## src/rtl/e2q_pkg.sv

```systemverilog
`default_nettype none
package e2q_pkg;

  localparam int AngleBits   = 16;
  localparam int CompBits    = 16;
  localparam int CordicStages = 16;
  localparam int StageBits   = $clog2(CordicStages);
  localparam int CompFrac    = CompBits - 2;
  localparam int IntFrac     = 30;
  // CORDIC datapath width: Q30 values plus headroom for the gain growth.
  localparam int CW          = 34;
  localparam int TolBits     = 16;
  localparam logic [TolBits-1:0] TolReset = 16'd2684;

  localparam logic signed [CW-1:0] CordicGain = 34'sd652032874;
  localparam logic signed [CW-1:0] PiQ30      = 34'sd3373259426;
  localparam logic signed [CW-1:0] HalfPiQ30  = 34'sd1686629713;

  // Norm path widths.
  localparam int N2Bits  = 2 * CompFrac + 3;
  localparam int SqBits  = (N2Bits + 1) / 2;
  localparam int NumBits = 2 * CompFrac + 2;
  localparam int QuoBits = NumBits;

  typedef struct packed {
    logic signed [AngleBits-1:0] pitch_angle;
    logic signed [AngleBits-1:0] yaw_angle;
    logic signed [AngleBits-1:0] roll_angle;
  } in_item_t;

  typedef struct packed {
    logic signed [CompBits-1:0] quat_w;
    logic signed [CompBits-1:0] quat_x;
    logic signed [CompBits-1:0] quat_y;
    logic signed [CompBits-1:0] quat_z;
  } out_item_t;

  // One angle in flight through the CORDIC cell row.
  typedef struct packed {
    logic signed [CW-1:0] x;
    logic signed [CW-1:0] y;
    logic signed [CW-1:0] z;
    logic                 neg;
  } rot_t;

  typedef logic signed [CompBits+1:0] comp_t;

  function automatic logic signed [CW-1:0] atan_q30(input int k);
    logic [31:0] t;
    case (k)
      0: t = 32'h3243F6A8;  1: t = 32'h1DAC6705;  2: t = 32'h0FADBAFC;
      3: t = 32'h07F56EA6;  4: t = 32'h03FEAB76;  5: t = 32'h01FFD55B;
      6: t = 32'h00FFFAAA;  7: t = 32'h007FFF55;  8: t = 32'h003FFFEA;
      9: t = 32'h001FFFFD;  10: t = 32'h000FFFFF; 11: t = 32'h0007FFFF;
      12: t = 32'h0003FFFF; 13: t = 32'h0001FFFF; 14: t = 32'h0000FFFF;
      15: t = 32'h00007FFF; 16: t = 32'h00003FFF; 17: t = 32'h00001FFF;
      18: t = 32'h00000FFF; 19: t = 32'h000007FF; 20: t = 32'h000003FF;
      21: t = 32'h000001FF; 22: t = 32'h000000FF; 23: t = 32'h0000007F;
      24: t = 32'h0000003F; 25: t = 32'h0000001F; 26: t = 32'h0000000F;
      27: t = 32'h00000008; 28: t = 32'h00000004; 29: t = 32'h00000002;
      30: t = 32'h00000001;
      default: t = 32'h0;
    endcase
    return $signed({{(CW-32){1'b0}}, t});
  endfunction

endpackage
`default_nettype wire

```

## src/rtl/e2q_div_cell.sv

```systemverilog
`default_nettype none
// One restoring-division step for the four component quotients.
module e2q_div_cell (
  input  wire logic                                clk,
  input  wire logic                                en,
  input  wire logic [e2q_pkg::SqBits-1:0]          divisor,
  input  wire logic [3:0][e2q_pkg::NumBits-1:0]    num_in,
  input  wire logic [3:0][e2q_pkg::SqBits:0]       rem_in,
  input  wire logic [3:0][e2q_pkg::QuoBits-1:0]    quo_in,
  output logic [3:0][e2q_pkg::NumBits-1:0]         num_out,
  output logic [3:0][e2q_pkg::SqBits:0]            rem_out,
  output logic [3:0][e2q_pkg::QuoBits-1:0]         quo_out
);

  logic [3:0][e2q_pkg::SqBits+1:0] trial;
  logic [3:0][e2q_pkg::SqBits:0]   rem_next;
  logic [3:0]                      bit_q;

  // Shift in the next numerator bit and subtract the divisor if it fits.
  always_comb begin
    for (int j = 0; j < 4; j++) begin
      trial[j] = {rem_in[j], num_in[j][e2q_pkg::NumBits-1]};
      bit_q[j] = trial[j] >= {2'b00, divisor};
      if (bit_q[j]) begin
        rem_next[j] = (e2q_pkg::SqBits+1)'(trial[j] - {2'b00, divisor});
      end else begin
        rem_next[j] = (e2q_pkg::SqBits+1)'(trial[j]);
      end
    end
  end

  always_ff @(posedge clk) begin
    if (en) begin
      for (int j = 0; j < 4; j++) begin
        num_out[j] <= {num_in[j][e2q_pkg::NumBits-2:0], 1'b0};
        rem_out[j] <= rem_next[j];
        quo_out[j] <= {quo_in[j][e2q_pkg::QuoBits-2:0], bit_q[j]};
      end
    end
  end

endmodule
`default_nettype wire

```

## config.mk

```make
export PLATFORM = sky130hd
export DESIGN_NAME = e2q_div_cell
export DESIGN_NICKNAME = d
export VERILOG_FILES = /design/src/rtl/e2q_pkg.sv /design/src/rtl/e2q_div_cell.sv
export SDC_FILE = /design/constraint.sdc
export NUM_CORES = 1
export LEC_CHECK = 0
export ABC_AREA = 1
export BUFFER_PORTS_ARGS = -buffer_cell sky130_fd_sc_hd__buf_2
export CAP_MARGIN = 5
export CORE_AREA = 2 2 246 248
export CTS_CLUSTER_SIZE = 8
export DETAILED_ROUTE_END_ITERATION = 10
export DIE_AREA = 0 0 248 250
export SLEW_MARGIN = 15
export SYNTH_ARGS = -nofsm -noshare
export SYNTH_HDL_FRONTEND = slang
export SYNTH_SLANG_ARGS = --single-unit
```

## constraint.sdc

```tcl
create_clock -name clk -period 2.27 [get_ports clk]
set_input_delay 0.1135 -clock clk [delete_from_list [all_inputs] [get_ports clk]]
set_output_delay 0.1135 -clock clk [all_outputs]
set_load 0.1 [all_outputs]
```

==> flow_summary.json <==
{
  "drt_iter0_drc": 770,
  "drv_slew": 0,
  "finalCritPeriodShare_pct": 91.5,
  "vias_per_cell": 4.39,
  "ys.flop_type": "edfxtp_1",
  "syn-cell-area_um2": 14700,
  "synth_top_cell_area_share_pct": 61.9,
  "grt_overflow": 0,
  "layout.nets": 2835,
  "swShare_pct": 41.0,
  "clock_path_buffers": 3,
  "cts_tree": "yes",
  "whs_ns": 0.0112,
  "start_util_pct": 24.8,
  "start_kind": "input port",
  "yosys_warnings": 0,
  "p_sw_mw": 8.17,
  "fp-row-count": 90,
  "ys_top_cells_by_area": "edfxtp_1 62%, nand2_1 13%, inv_1 5.5%",
  "pin_count": 634,
  "drive_gt1_share_pct": 31.6,
  "syn_inst": 1424,
  "syn_avg_cell_area_um2": 10.4,
  "worst_slew_pin_slew_ns": 0.633,
  "status": "completed",
  "die_h_um": 250,
  "ys_ff_latch": 304,
  "ys_seq_area_share_pct": 61.9,
  "fp.dieW_um": 248,
  "grt_usage_pct": 19.4,
  "power_density_nw_per_um2": 843,
  "p_leak_nw": 11.5,
  "setup_viol": 0,
  "critPathMaxStageDelay_ns": 0.60,
  "synth_top_cells_by_count": "520 x nand2_1, 304 x edfxtp_1, 216 x inv_1, 80 x nand4_1, 64 x ha_1",
  "setup-tns-final_ns": 0,
  "post-dp-hpwl_mm": 48.5,
  "coreArea_um2": 59600,
  "path_class": "input port to flip-flop",
  "place.gp.congestion": 0.933,
  "antenna_found_initial": 22,
  "ctsHtreeMaxLevel": 2,
  "end_kind": "flip-flop",
  "synthArstFlopShare_pct": 0,
  "max-cap-violations": 0,
  "synth_edf_count": 304,
  "wirelength_mm": 63.1,
  "cts.sinks": 304,
  "crit_chain": "dlygate4sd3_1, buf_2, inv_1, ha_1, inv_1, fa_1, nand3_1, nand3_1, nand2_1, nand2_1, nand2_1, nand2_1, nand2_1, nand2_1, nand2_1, inv_1",
  "cp_max_fo": 4,
  "cts_buffers": 44,
  "rsz0062_at_grt": "false",
  "dieArea_um2": 62000,
  "clock_power_share_pct": 29.5,
  "slowest_stage": "dlygate4sd3_1",
  "intPower_mw": 11.8,
  "layout_min_cycle_time_ns": 2.08,
  "cp_common_cell": "nand2_1",
  "vias": 14200,
  "post-cts-setup-buffers": 0,
  "max_freq_mhz": 481,
  "ys_types": 27,
  "seqPwrFrac_pct": 35.4,
  "final_cells": 3238,
  "io_buffers": 625,
  "ir_worst_vdd_mv": 0.734,
  "max-slew-margin-rel_pct": 57.8,
  "worst_hold_path_type": "input port to flip-flop",
  "drc": 0,
  "placedCellCount": 2877,
  "clk_pin_slew_ns": 0.05,
  "combPwrFrac_pct": 35.1,
  "grt_max_degree": 63,
  "dr.pass1.iters": 5,
  "synth.largest_area_cell": "edfxtp_1",
  "crit_required_ns": 2.59,
  "clockRootBuffer": "clkbuf_16",
  "ant_nets": 0,
  "grt_pass1_vias": 14000,
  "grt_pass1_wl_mm": 87.8,
  "arrival_ns": 2.40,
  "hold_violations": 0,
  "yosysMostFrequentCell": "nand2_1",
  "wl_per_cell_um": 19.5,
  "area_growth_pct": 60.4
}
[registers in the layout, indices dropped and copies added, names as in the netlist]
| signal | flops |
|---|---|
| quo_out | 120 |
| rem_out | 68 |
| num_out | 116 |
[area by class of cell]
class                           count  area (µm²)
Antenna cell                       10        25.0
Clock buffer                       46        1110
Clock inverter                      5        76.3
Fill cell                        5721       35900
Inverter                          216         811
Multi-Input combinational cell    886        4680
Sequential cell                   304        9130
Tap cell                          782         978
Timing Repair Buffer              989        6850
[power groups by stage]
stage | sequential [mW] | combinational [mW] | clock, mW
2_1_floorplan | 10.9 | 1.19 | 0
3_3_place_gp | 7.15 | 6.51 | 0
3_5_place_dp | 7.15 | 6.53 | 0
4_1_cts | 7.06 | 7.00 | 6.05
5_1_grt | 7.10 | 7.34 | 6.28
6_report | 7.06 | 7.00 | 5.88
[metrics by stage]
step | worst slack [ns] | area [µm²] | util, % | total power [mW]
global placement | 0.151 | 19400 | 32.6 | 13.7
global route | 0.0177 | 23600 | 39.7 | 20.7
detailed placement | 0.138 | 19400 | 32.6 | 13.7
floorplan | 0.524 | 14800 | - | 12.1
finish | 0.193 | 23700 | 39.7 | 19.9
CTS | 0.223 | 23600 | 39.7 | 20.1
[critical path, delay by kind of cell]
family | cells | cell delay (ns)
fa+ha+maj | 2 | 0.59
buf+inv | 5 | 0.94
simple gates | 9 | 0.74
[final timing paths]
kind       start  depth (start not counted)               endpoint
max   num_in[59]                         16  rem_out[33]$_DFFE_PP_
min           en                          1  num_out[53]$_DFFE_PP_
[repair_timing]
action,in CTS,in global routing
hold buffers,300,0
endpoints found under the hold margin,300,0
resized for setup,0,0
[cell families after synthesis]
kind of cell               Yosys count  share of synthesized area, %
and+or+nand+nor                    749                          22.4
DFF                                304                          61.9
buffers and inverters              237                          6.45
adders and majority gates           68                          5.97
AOI/OAI and AO/OA                   37                          1.56
xor gates and xnor gates            28                          1.66
other                                1                        0.0254
[cell usage in the layout, fill, tap and decap left out]
master,Yosys,layout
buf_2,13,624
nand2_1,520,520
edfxtp_1,304,304
dlygate4sd3_1,0,300
inv_1,216,216
nand4_1,80,80
ha_1,64,64
nand3_1,56,56
nor2_1,47,47
buf_4,4,46
clkbuf_16,0,44
a21oi_1,33,33
xor2_1,25,25
buf_12,0,18
nand2_2,11,11
diode_2,0,10
nor3_1,8,8
a21oi_4,4,4
nor2_2,4,4
nand4_4,4,4
nand3_4,4,4
nand3b_1,4,4
fa_1,4,4
conb_1,1,4
and2_4,3,3
or2_2,3,3
and3_1,3,3
xnor2_1,3,3
clkbuf_1,0,2
clkinv_2,0,2
and2_2,1,1
and2_1,1,1
clkinv_16,0,1
inv_16,0,1
clkinv_8,0,1
buf_8,0,1
[per-layer routing]
metal / track usage (%) / part of all wire [%] / vias up
li1: - / - / 6775
met1: 21.6 / 37 / 6693
met2: 34.6 / 51 / 653
met3: 4.33 / 7.6 / 108
met4: 9.10 / 4.4 / 2
met5: 0 / 0.021 / -
Power figures use the tool's default switching activity.
