File: config.mk
export PLATFORM = sky130hd
export DESIGN_NAME = e2q_cordic_cell
export DESIGN_NICKNAME = d
export VERILOG_FILES = /design/src/rtl/e2q_pkg.sv /design/src/rtl/e2q_cordic_cell.sv
export SDC_FILE = /design/constraint.sdc
export NUM_CORES = 2
export LEC_CHECK = 0
export BUFFER_PORTS_ARGS = -buffer_cell sky130_fd_sc_hd__buf_2
export CAP_MARGIN = 20
export CELL_PAD_IN_SITES_DETAIL_PLACEMENT = 0
export CELL_PAD_IN_SITES_GLOBAL_PLACEMENT = 1
export CORE_MARGIN = 2
export CORE_UTILIZATION = 38
export DETAILED_ROUTE_END_ITERATION = 16
export PLACE_DENSITY_LB_ADDON = 0.12
export SLEW_MARGIN = 10
export SYNTH_ARGS = -nofsm -noshare
export SYNTH_HDL_FRONTEND = slang
export SYNTH_SLANG_ARGS = --single-unit
File: constraint.sdc
create_clock -name clk -period 5.7 [get_ports clk]
set_clock_uncertainty 0.1 [all_clocks]
set_input_delay 0 -clock clk [delete_from_list [all_inputs] [get_ports clk]]
set_output_delay 0 -clock clk [all_outputs]
set_load 0.01 [all_outputs]
File: src/rtl/e2q_pkg.sv
`default_nettype none
package e2q_pkg;

  localparam int AngleBits   = 16;
  localparam int CompBits    = 16;
  localparam int CordicStages = 16;
  localparam int StageBits   = $clog2(CordicStages);
  localparam int CompFrac    = CompBits - 2;
  localparam int IntFrac     = 30;
  // CORDIC datapath width: Q30 values plus headroom for the gain growth.
  localparam int CW          = 34;
  localparam int TolBits     = 16;
  localparam logic [TolBits-1:0] TolReset = 16'd2684;

  localparam logic signed [CW-1:0] CordicGain = 34'sd652032874;
  localparam logic signed [CW-1:0] PiQ30      = 34'sd3373259426;
  localparam logic signed [CW-1:0] HalfPiQ30  = 34'sd1686629713;

  // Norm path widths.
  localparam int N2Bits  = 2 * CompFrac + 3;
  localparam int SqBits  = (N2Bits + 1) / 2;
  localparam int NumBits = 2 * CompFrac + 2;
  localparam int QuoBits = NumBits;

  typedef struct packed {
    logic signed [AngleBits-1:0] pitch_angle;
    logic signed [AngleBits-1:0] yaw_angle;
    logic signed [AngleBits-1:0] roll_angle;
  } in_item_t;

  typedef struct packed {
    logic signed [CompBits-1:0] quat_w;
    logic signed [CompBits-1:0] quat_x;
    logic signed [CompBits-1:0] quat_y;
    logic signed [CompBits-1:0] quat_z;
  } out_item_t;

  // One angle in flight through the CORDIC cell row.
  typedef struct packed {
    logic signed [CW-1:0] x;
    logic signed [CW-1:0] y;
    logic signed [CW-1:0] z;
    logic                 neg;
  } rot_t;

  typedef logic signed [CompBits+1:0] comp_t;

  function automatic logic signed [CW-1:0] atan_q30(input int k);
    logic [31:0] t;
    case (k)
      0: t = 32'h3243F6A8;  1: t = 32'h1DAC6705;  2: t = 32'h0FADBAFC;
      3: t = 32'h07F56EA6;  4: t = 32'h03FEAB76;  5: t = 32'h01FFD55B;
      6: t = 32'h00FFFAAA;  7: t = 32'h007FFF55;  8: t = 32'h003FFFEA;
      9: t = 32'h001FFFFD;  10: t = 32'h000FFFFF; 11: t = 32'h0007FFFF;
      12: t = 32'h0003FFFF; 13: t = 32'h0001FFFF; 14: t = 32'h0000FFFF;
      15: t = 32'h00007FFF; 16: t = 32'h00003FFF; 17: t = 32'h00001FFF;
      18: t = 32'h00000FFF; 19: t = 32'h000007FF; 20: t = 32'h000003FF;
      21: t = 32'h000001FF; 22: t = 32'h000000FF; 23: t = 32'h0000007F;
      24: t = 32'h0000003F; 25: t = 32'h0000001F; 26: t = 32'h0000000F;
      27: t = 32'h00000008; 28: t = 32'h00000004; 29: t = 32'h00000002;
      30: t = 32'h00000001;
      default: t = 32'h0;
    endcase
    return $signed({{(CW-32){1'b0}}, t});
  endfunction

endpackage
`default_nettype wire

File: src/rtl/e2q_cordic_cell.sv
`default_nettype none
// One CORDIC rotation step for the three angles; registered, advances when enabled.
// The stage input is tied to a constant per cell and selects the shift and arctangent.
module e2q_cordic_cell (
  input  wire logic                              clk,
  input  wire logic                              en,
  input  wire logic [e2q_pkg::StageBits-1:0]     stage,
  input  wire e2q_pkg::rot_t [2:0]               din,
  output e2q_pkg::rot_t [2:0]                    dout
);

  e2q_pkg::rot_t [2:0] nxt;

  // Rotate each angle toward zero; arithmetic shifts floor.
  always_comb begin
    for (int a = 0; a < 3; a++) begin
      nxt[a].neg = din[a].neg;
      if (!din[a].z[e2q_pkg::CW-1]) begin
        nxt[a].x = din[a].x - (din[a].y >>> stage);
        nxt[a].y = din[a].y + (din[a].x >>> stage);
        nxt[a].z = din[a].z - e2q_pkg::atan_q30(int'(stage));
      end else begin
        nxt[a].x = din[a].x + (din[a].y >>> stage);
        nxt[a].y = din[a].y - (din[a].x >>> stage);
        nxt[a].z = din[a].z + e2q_pkg::atan_q30(int'(stage));
      end
    end
  end

  always_ff @(posedge clk) begin
    if (en) begin
      dout <= nxt;
    end
  end

endmodule
`default_nettype wire

==> metrics.csv <==
stage,metric,value,unit
synth,synth_warnings,0,
worst_setup_path,endpoint_kind,flop,
global_route,grt_pass1_wl,224000,um
synth,async_flop_share,0,%
timing,worst_slack,0.198,ns
synth,synth_nets,4679,
cells_and_area,reg_top3,dout (309),
cells_and_area,largest_reg_flops,309,
cells_and_area,regMostFlops,dout,
power_and_ir_drop,p_per_area,273,mW/mm2
synth,ys_ff_latch,309,
drt,drt_iter0_drc,2990,
synth,ys_seq_area_share,23.9,%
synth,synth_top_family_by_area,multiplexers,
synth,yosysMostFrequentCell,xnor2_1,
status,status,"complete, no violations",
global_route,grt_pass1_vias,36400,
placement,dp.cells,6156,
timing,fmax,182,MHz
global_route,grt_overflow,0,
drt,num_vias,37200,
worst_setup_path,crit_path_max_fanout,5,
floorplan,core_area,0.101,mm2
clocking,cts-root-buf,clkbuf_16,
synth,syn_inst,4043,
clocking,htree_levels,2,
job,cap_violations,0,
synth,synthSimpleGateAreaFrac,12.5,%
synth,synth_ff_type,edfxtp_1,
placement,gp_congestion,0.929,
timing,finalSetupTns,0,ns
clocking,cts.sinks,309,
drt,drtAntennaViolNets,0,
synth,synthDistinctLibCells,90,
clocking,tritoncts,yes,
drt,via_per_inst,5.67,
worst_hold_path,whs_path_depth,3,
synth,synth_compound_area_share,18.6,%
cells_and_area,area_growth,28.6,%
synth,synth_edf_count,309,
cells_and_area,drive_gt1_share,26.1,%
cells_and_area,nets,5791,
synth,muxShareOfSynthArea,19.4,%
synth,synth_common_cells,"xnor2_1 (351), a21oi_1 (346), nor2_1 (333)",
global_route,antenna_found_initial,8,
clocking,postCtsSetupBuffers,0,
drt,drt-wirelength-per-cell,23.3,um
placement,dpl_worst_slack,-0.409,ns
synth,synthTopCellsByArea,"edfxtp_1 (24%), mux4_2 (14%), ha_1 (10%)",
global_route,grt_busiest_layer,met2,
clocking,clk_pin_slew,0.05,ns
drt,wirelength,153000,um
timing,final-setup-viol-count,0,
timing,worst_pin_slew,1.01,ns
floorplan,die_y,324,um
power_and_ir_drop,total_power,13.6,mW
timing,min_period_over_period,96.5,%
cells_and_area,fin_cells,6560,
timing,fin_crit,5.50,ns
global_route,met2_usage,48.4,%
synth,syn-cell-area,0.0388,mm2
timing,relSlewSlack,31.6,%
worst_setup_path,crit_type,primary input to flop,
floorplan,start_util,38.2,%
timing,hold_viol,0,
synth,postSynthAreaPerCell,9.59,um2
floorplan,die_area,0.105,mm2
global_route,grt_usage,28.2,%
drt,first_pass_iters,6,
power_and_ir_drop,leakagePower,21.2,nW
synth,synth.top_cell.area_share,23.9,%
global_route,met3_usage,4.56,%
worst_setup_path,crit_required,5.97,ns
global_route,grt_max_degree,145,
timing,finalMaxSlewViolations,0,
placement,port_buffers,623,
synth,yosysTopAreaCell,edfxtp_1,
synth,synth-adder-area-share,10.5,%
floorplan,io_pins,624,
floorplan,row_count,117,
timing,rsz0062_at_grt,true,
clocking,numCtsBuffers,41,
drt,drc,0,
worst_hold_path,hp-start,din[278],
placement,dp_hpwl,122000,um
worst_setup_path,start_kind,primary input,
floorplan,fp.dieW,324,um
worst_hold_path,hold_end,dout[278]$_DFFE_PP_,
clocking,clk_path_buf_depth,3,
worst_setup_path,arrival,5.77,ns
power_and_ir_drop,irDropWorstVdd,0.000214,V
synth,synth_xor_area_share,11.5,%
global_route,grtUsageMet1,35.8,%
worst_hold_path,hold_path.class,primary input to flop,
==> report_power, final <==
part           switching, mW  total [mW]  internal (mW)
combinational           4.09        7.50           3.41
sequential             0.191        3.60           3.40
clock                   1.10        2.53           1.44
total                   5.37        13.6           8.26
==> how the worst max path moves through the flow <==
stage | start | endpoint | slack (ns) | depth (start not counted)
floorplan | stage[1] | dout[238]$_DFFE_PP_ | 0.02 | 30
global placement | stage[2] | dout[31]$_DFFE_PP_ | -0.37 | 21
detailed placement | stage[2] | dout[31]$_DFFE_PP_ | -0.41 | 21
CTS | din[290] | dout[267]$_DFFE_PP_ | 0.07 | 20
global route | din[279] | dout[268]$_DFFE_PP_ | -0.02 | 22
finish | din[149] | dout[204]$_DFFE_PP_ | 0.20 | 23
==> layout make-up <==
| cell class | count | area (um2) |
|---|---|---|
| Fill cell | 9808 | 51600 |
| Clock buffer | 48 | 1070 |
| Inverter | 135 | 514 |
| Antenna cell | 7 | 17.5 |
| Timing Repair Buffer | 1239 | 8840 |
| Tap cell | 1368 | 1710 |
| Clock inverter | 25 | 199 |
| Multi-Input combinational cell | 3429 | 28300 |
| Sequential cell | 309 | 9280 |
==> through the flow <==
| stage | cell area, um2 | hold slack, ns | util, % |
|---|---|---|---|
| 2_1_floorplan | 38800 | -0.00113 | - |
| 3_3_place_gp | 45300 | 0.0775 | 44.6 |
| 3_5_place_dp | 45300 | 0.0816 | 44.6 |
| 4_1_cts | 49800 | 0.00152 | 49.1 |
| 5_1_grt | 49900 | 0.0258 | 49.2 |
| 6_report | 49900 | 0.0286 | 49.2 |
==> metal layers <==
metal / vias to the layer above / part of all wire [%]
met5: - / 0.020
met4: 4 / 3.4
met3: 239 / 6.4
met2: 1319 / 48
met1: 18000 / 42
li1: 17600 / -
==> placed cells by master, fill, tap and decap left out, types with 44 or more instances in the layout <==
cell type,Yosys,final
buf_4,8,274
a31oi_1,69,68
edfxtp_1,309,309
buf_2,60,616
mux4_2,234,234
xnor2_1,351,351
mux2_2,79,79
o21a_1,79,79
mux2i_1,123,123
nand2_1,289,288
xor2_1,157,157
nor2_1,333,329
nand3_1,64,64
inv_1,132,129
nor3_1,58,56
ha_1,312,312
o21ai_0,228,224
a21o_1,141,141
a21oi_1,346,344
and3_1,45,44
dlygate4sd3_1,0,324
==> critical path: stages <==
cell           delay [ns]
dlygate4sd3_1        0.57
buf_2                0.17
mux4_2               0.54
mux4_2               0.56
or2_0                0.27
a221oi_2             0.26
and3_4               0.27
nand2_1              0.12
nor2_1               0.16
buf_4                0.14
a41oi_1              0.10
xnor2_1              0.32
ha_1                 0.33
buf_4                0.15
inv_1                0.04
o21ai_0              0.08
a21o_1               0.21
a211o_1              0.34
a31oi_4              0.18
o21ai_0              0.12
a21oi_1              0.19
xnor2_1              0.08
dlygate4sd3_1        0.56
==> logic make-up (layout without fill, tap and decap cells) <==
group	Yosys count	in the layout
AND/OR/NAND/NOR	1020	1020
adder cells (fa/ha/maj)	321	321
buffers and inverters	305	1447
AO/OA/AOI/OAI	1138	1138
multiplexers	442	442
XOR/XNOR	508	508
other	0	7
flip-flops	309	309
==> timing repair <==
action | CTS | global route
hold endpoints to repair | 306 | 0
hold buffers | 324 | 0
gates resized for setup | 0 | 22
endpoints found under the setup margin | 0 | 16
(Power assumes the default switching activity.)
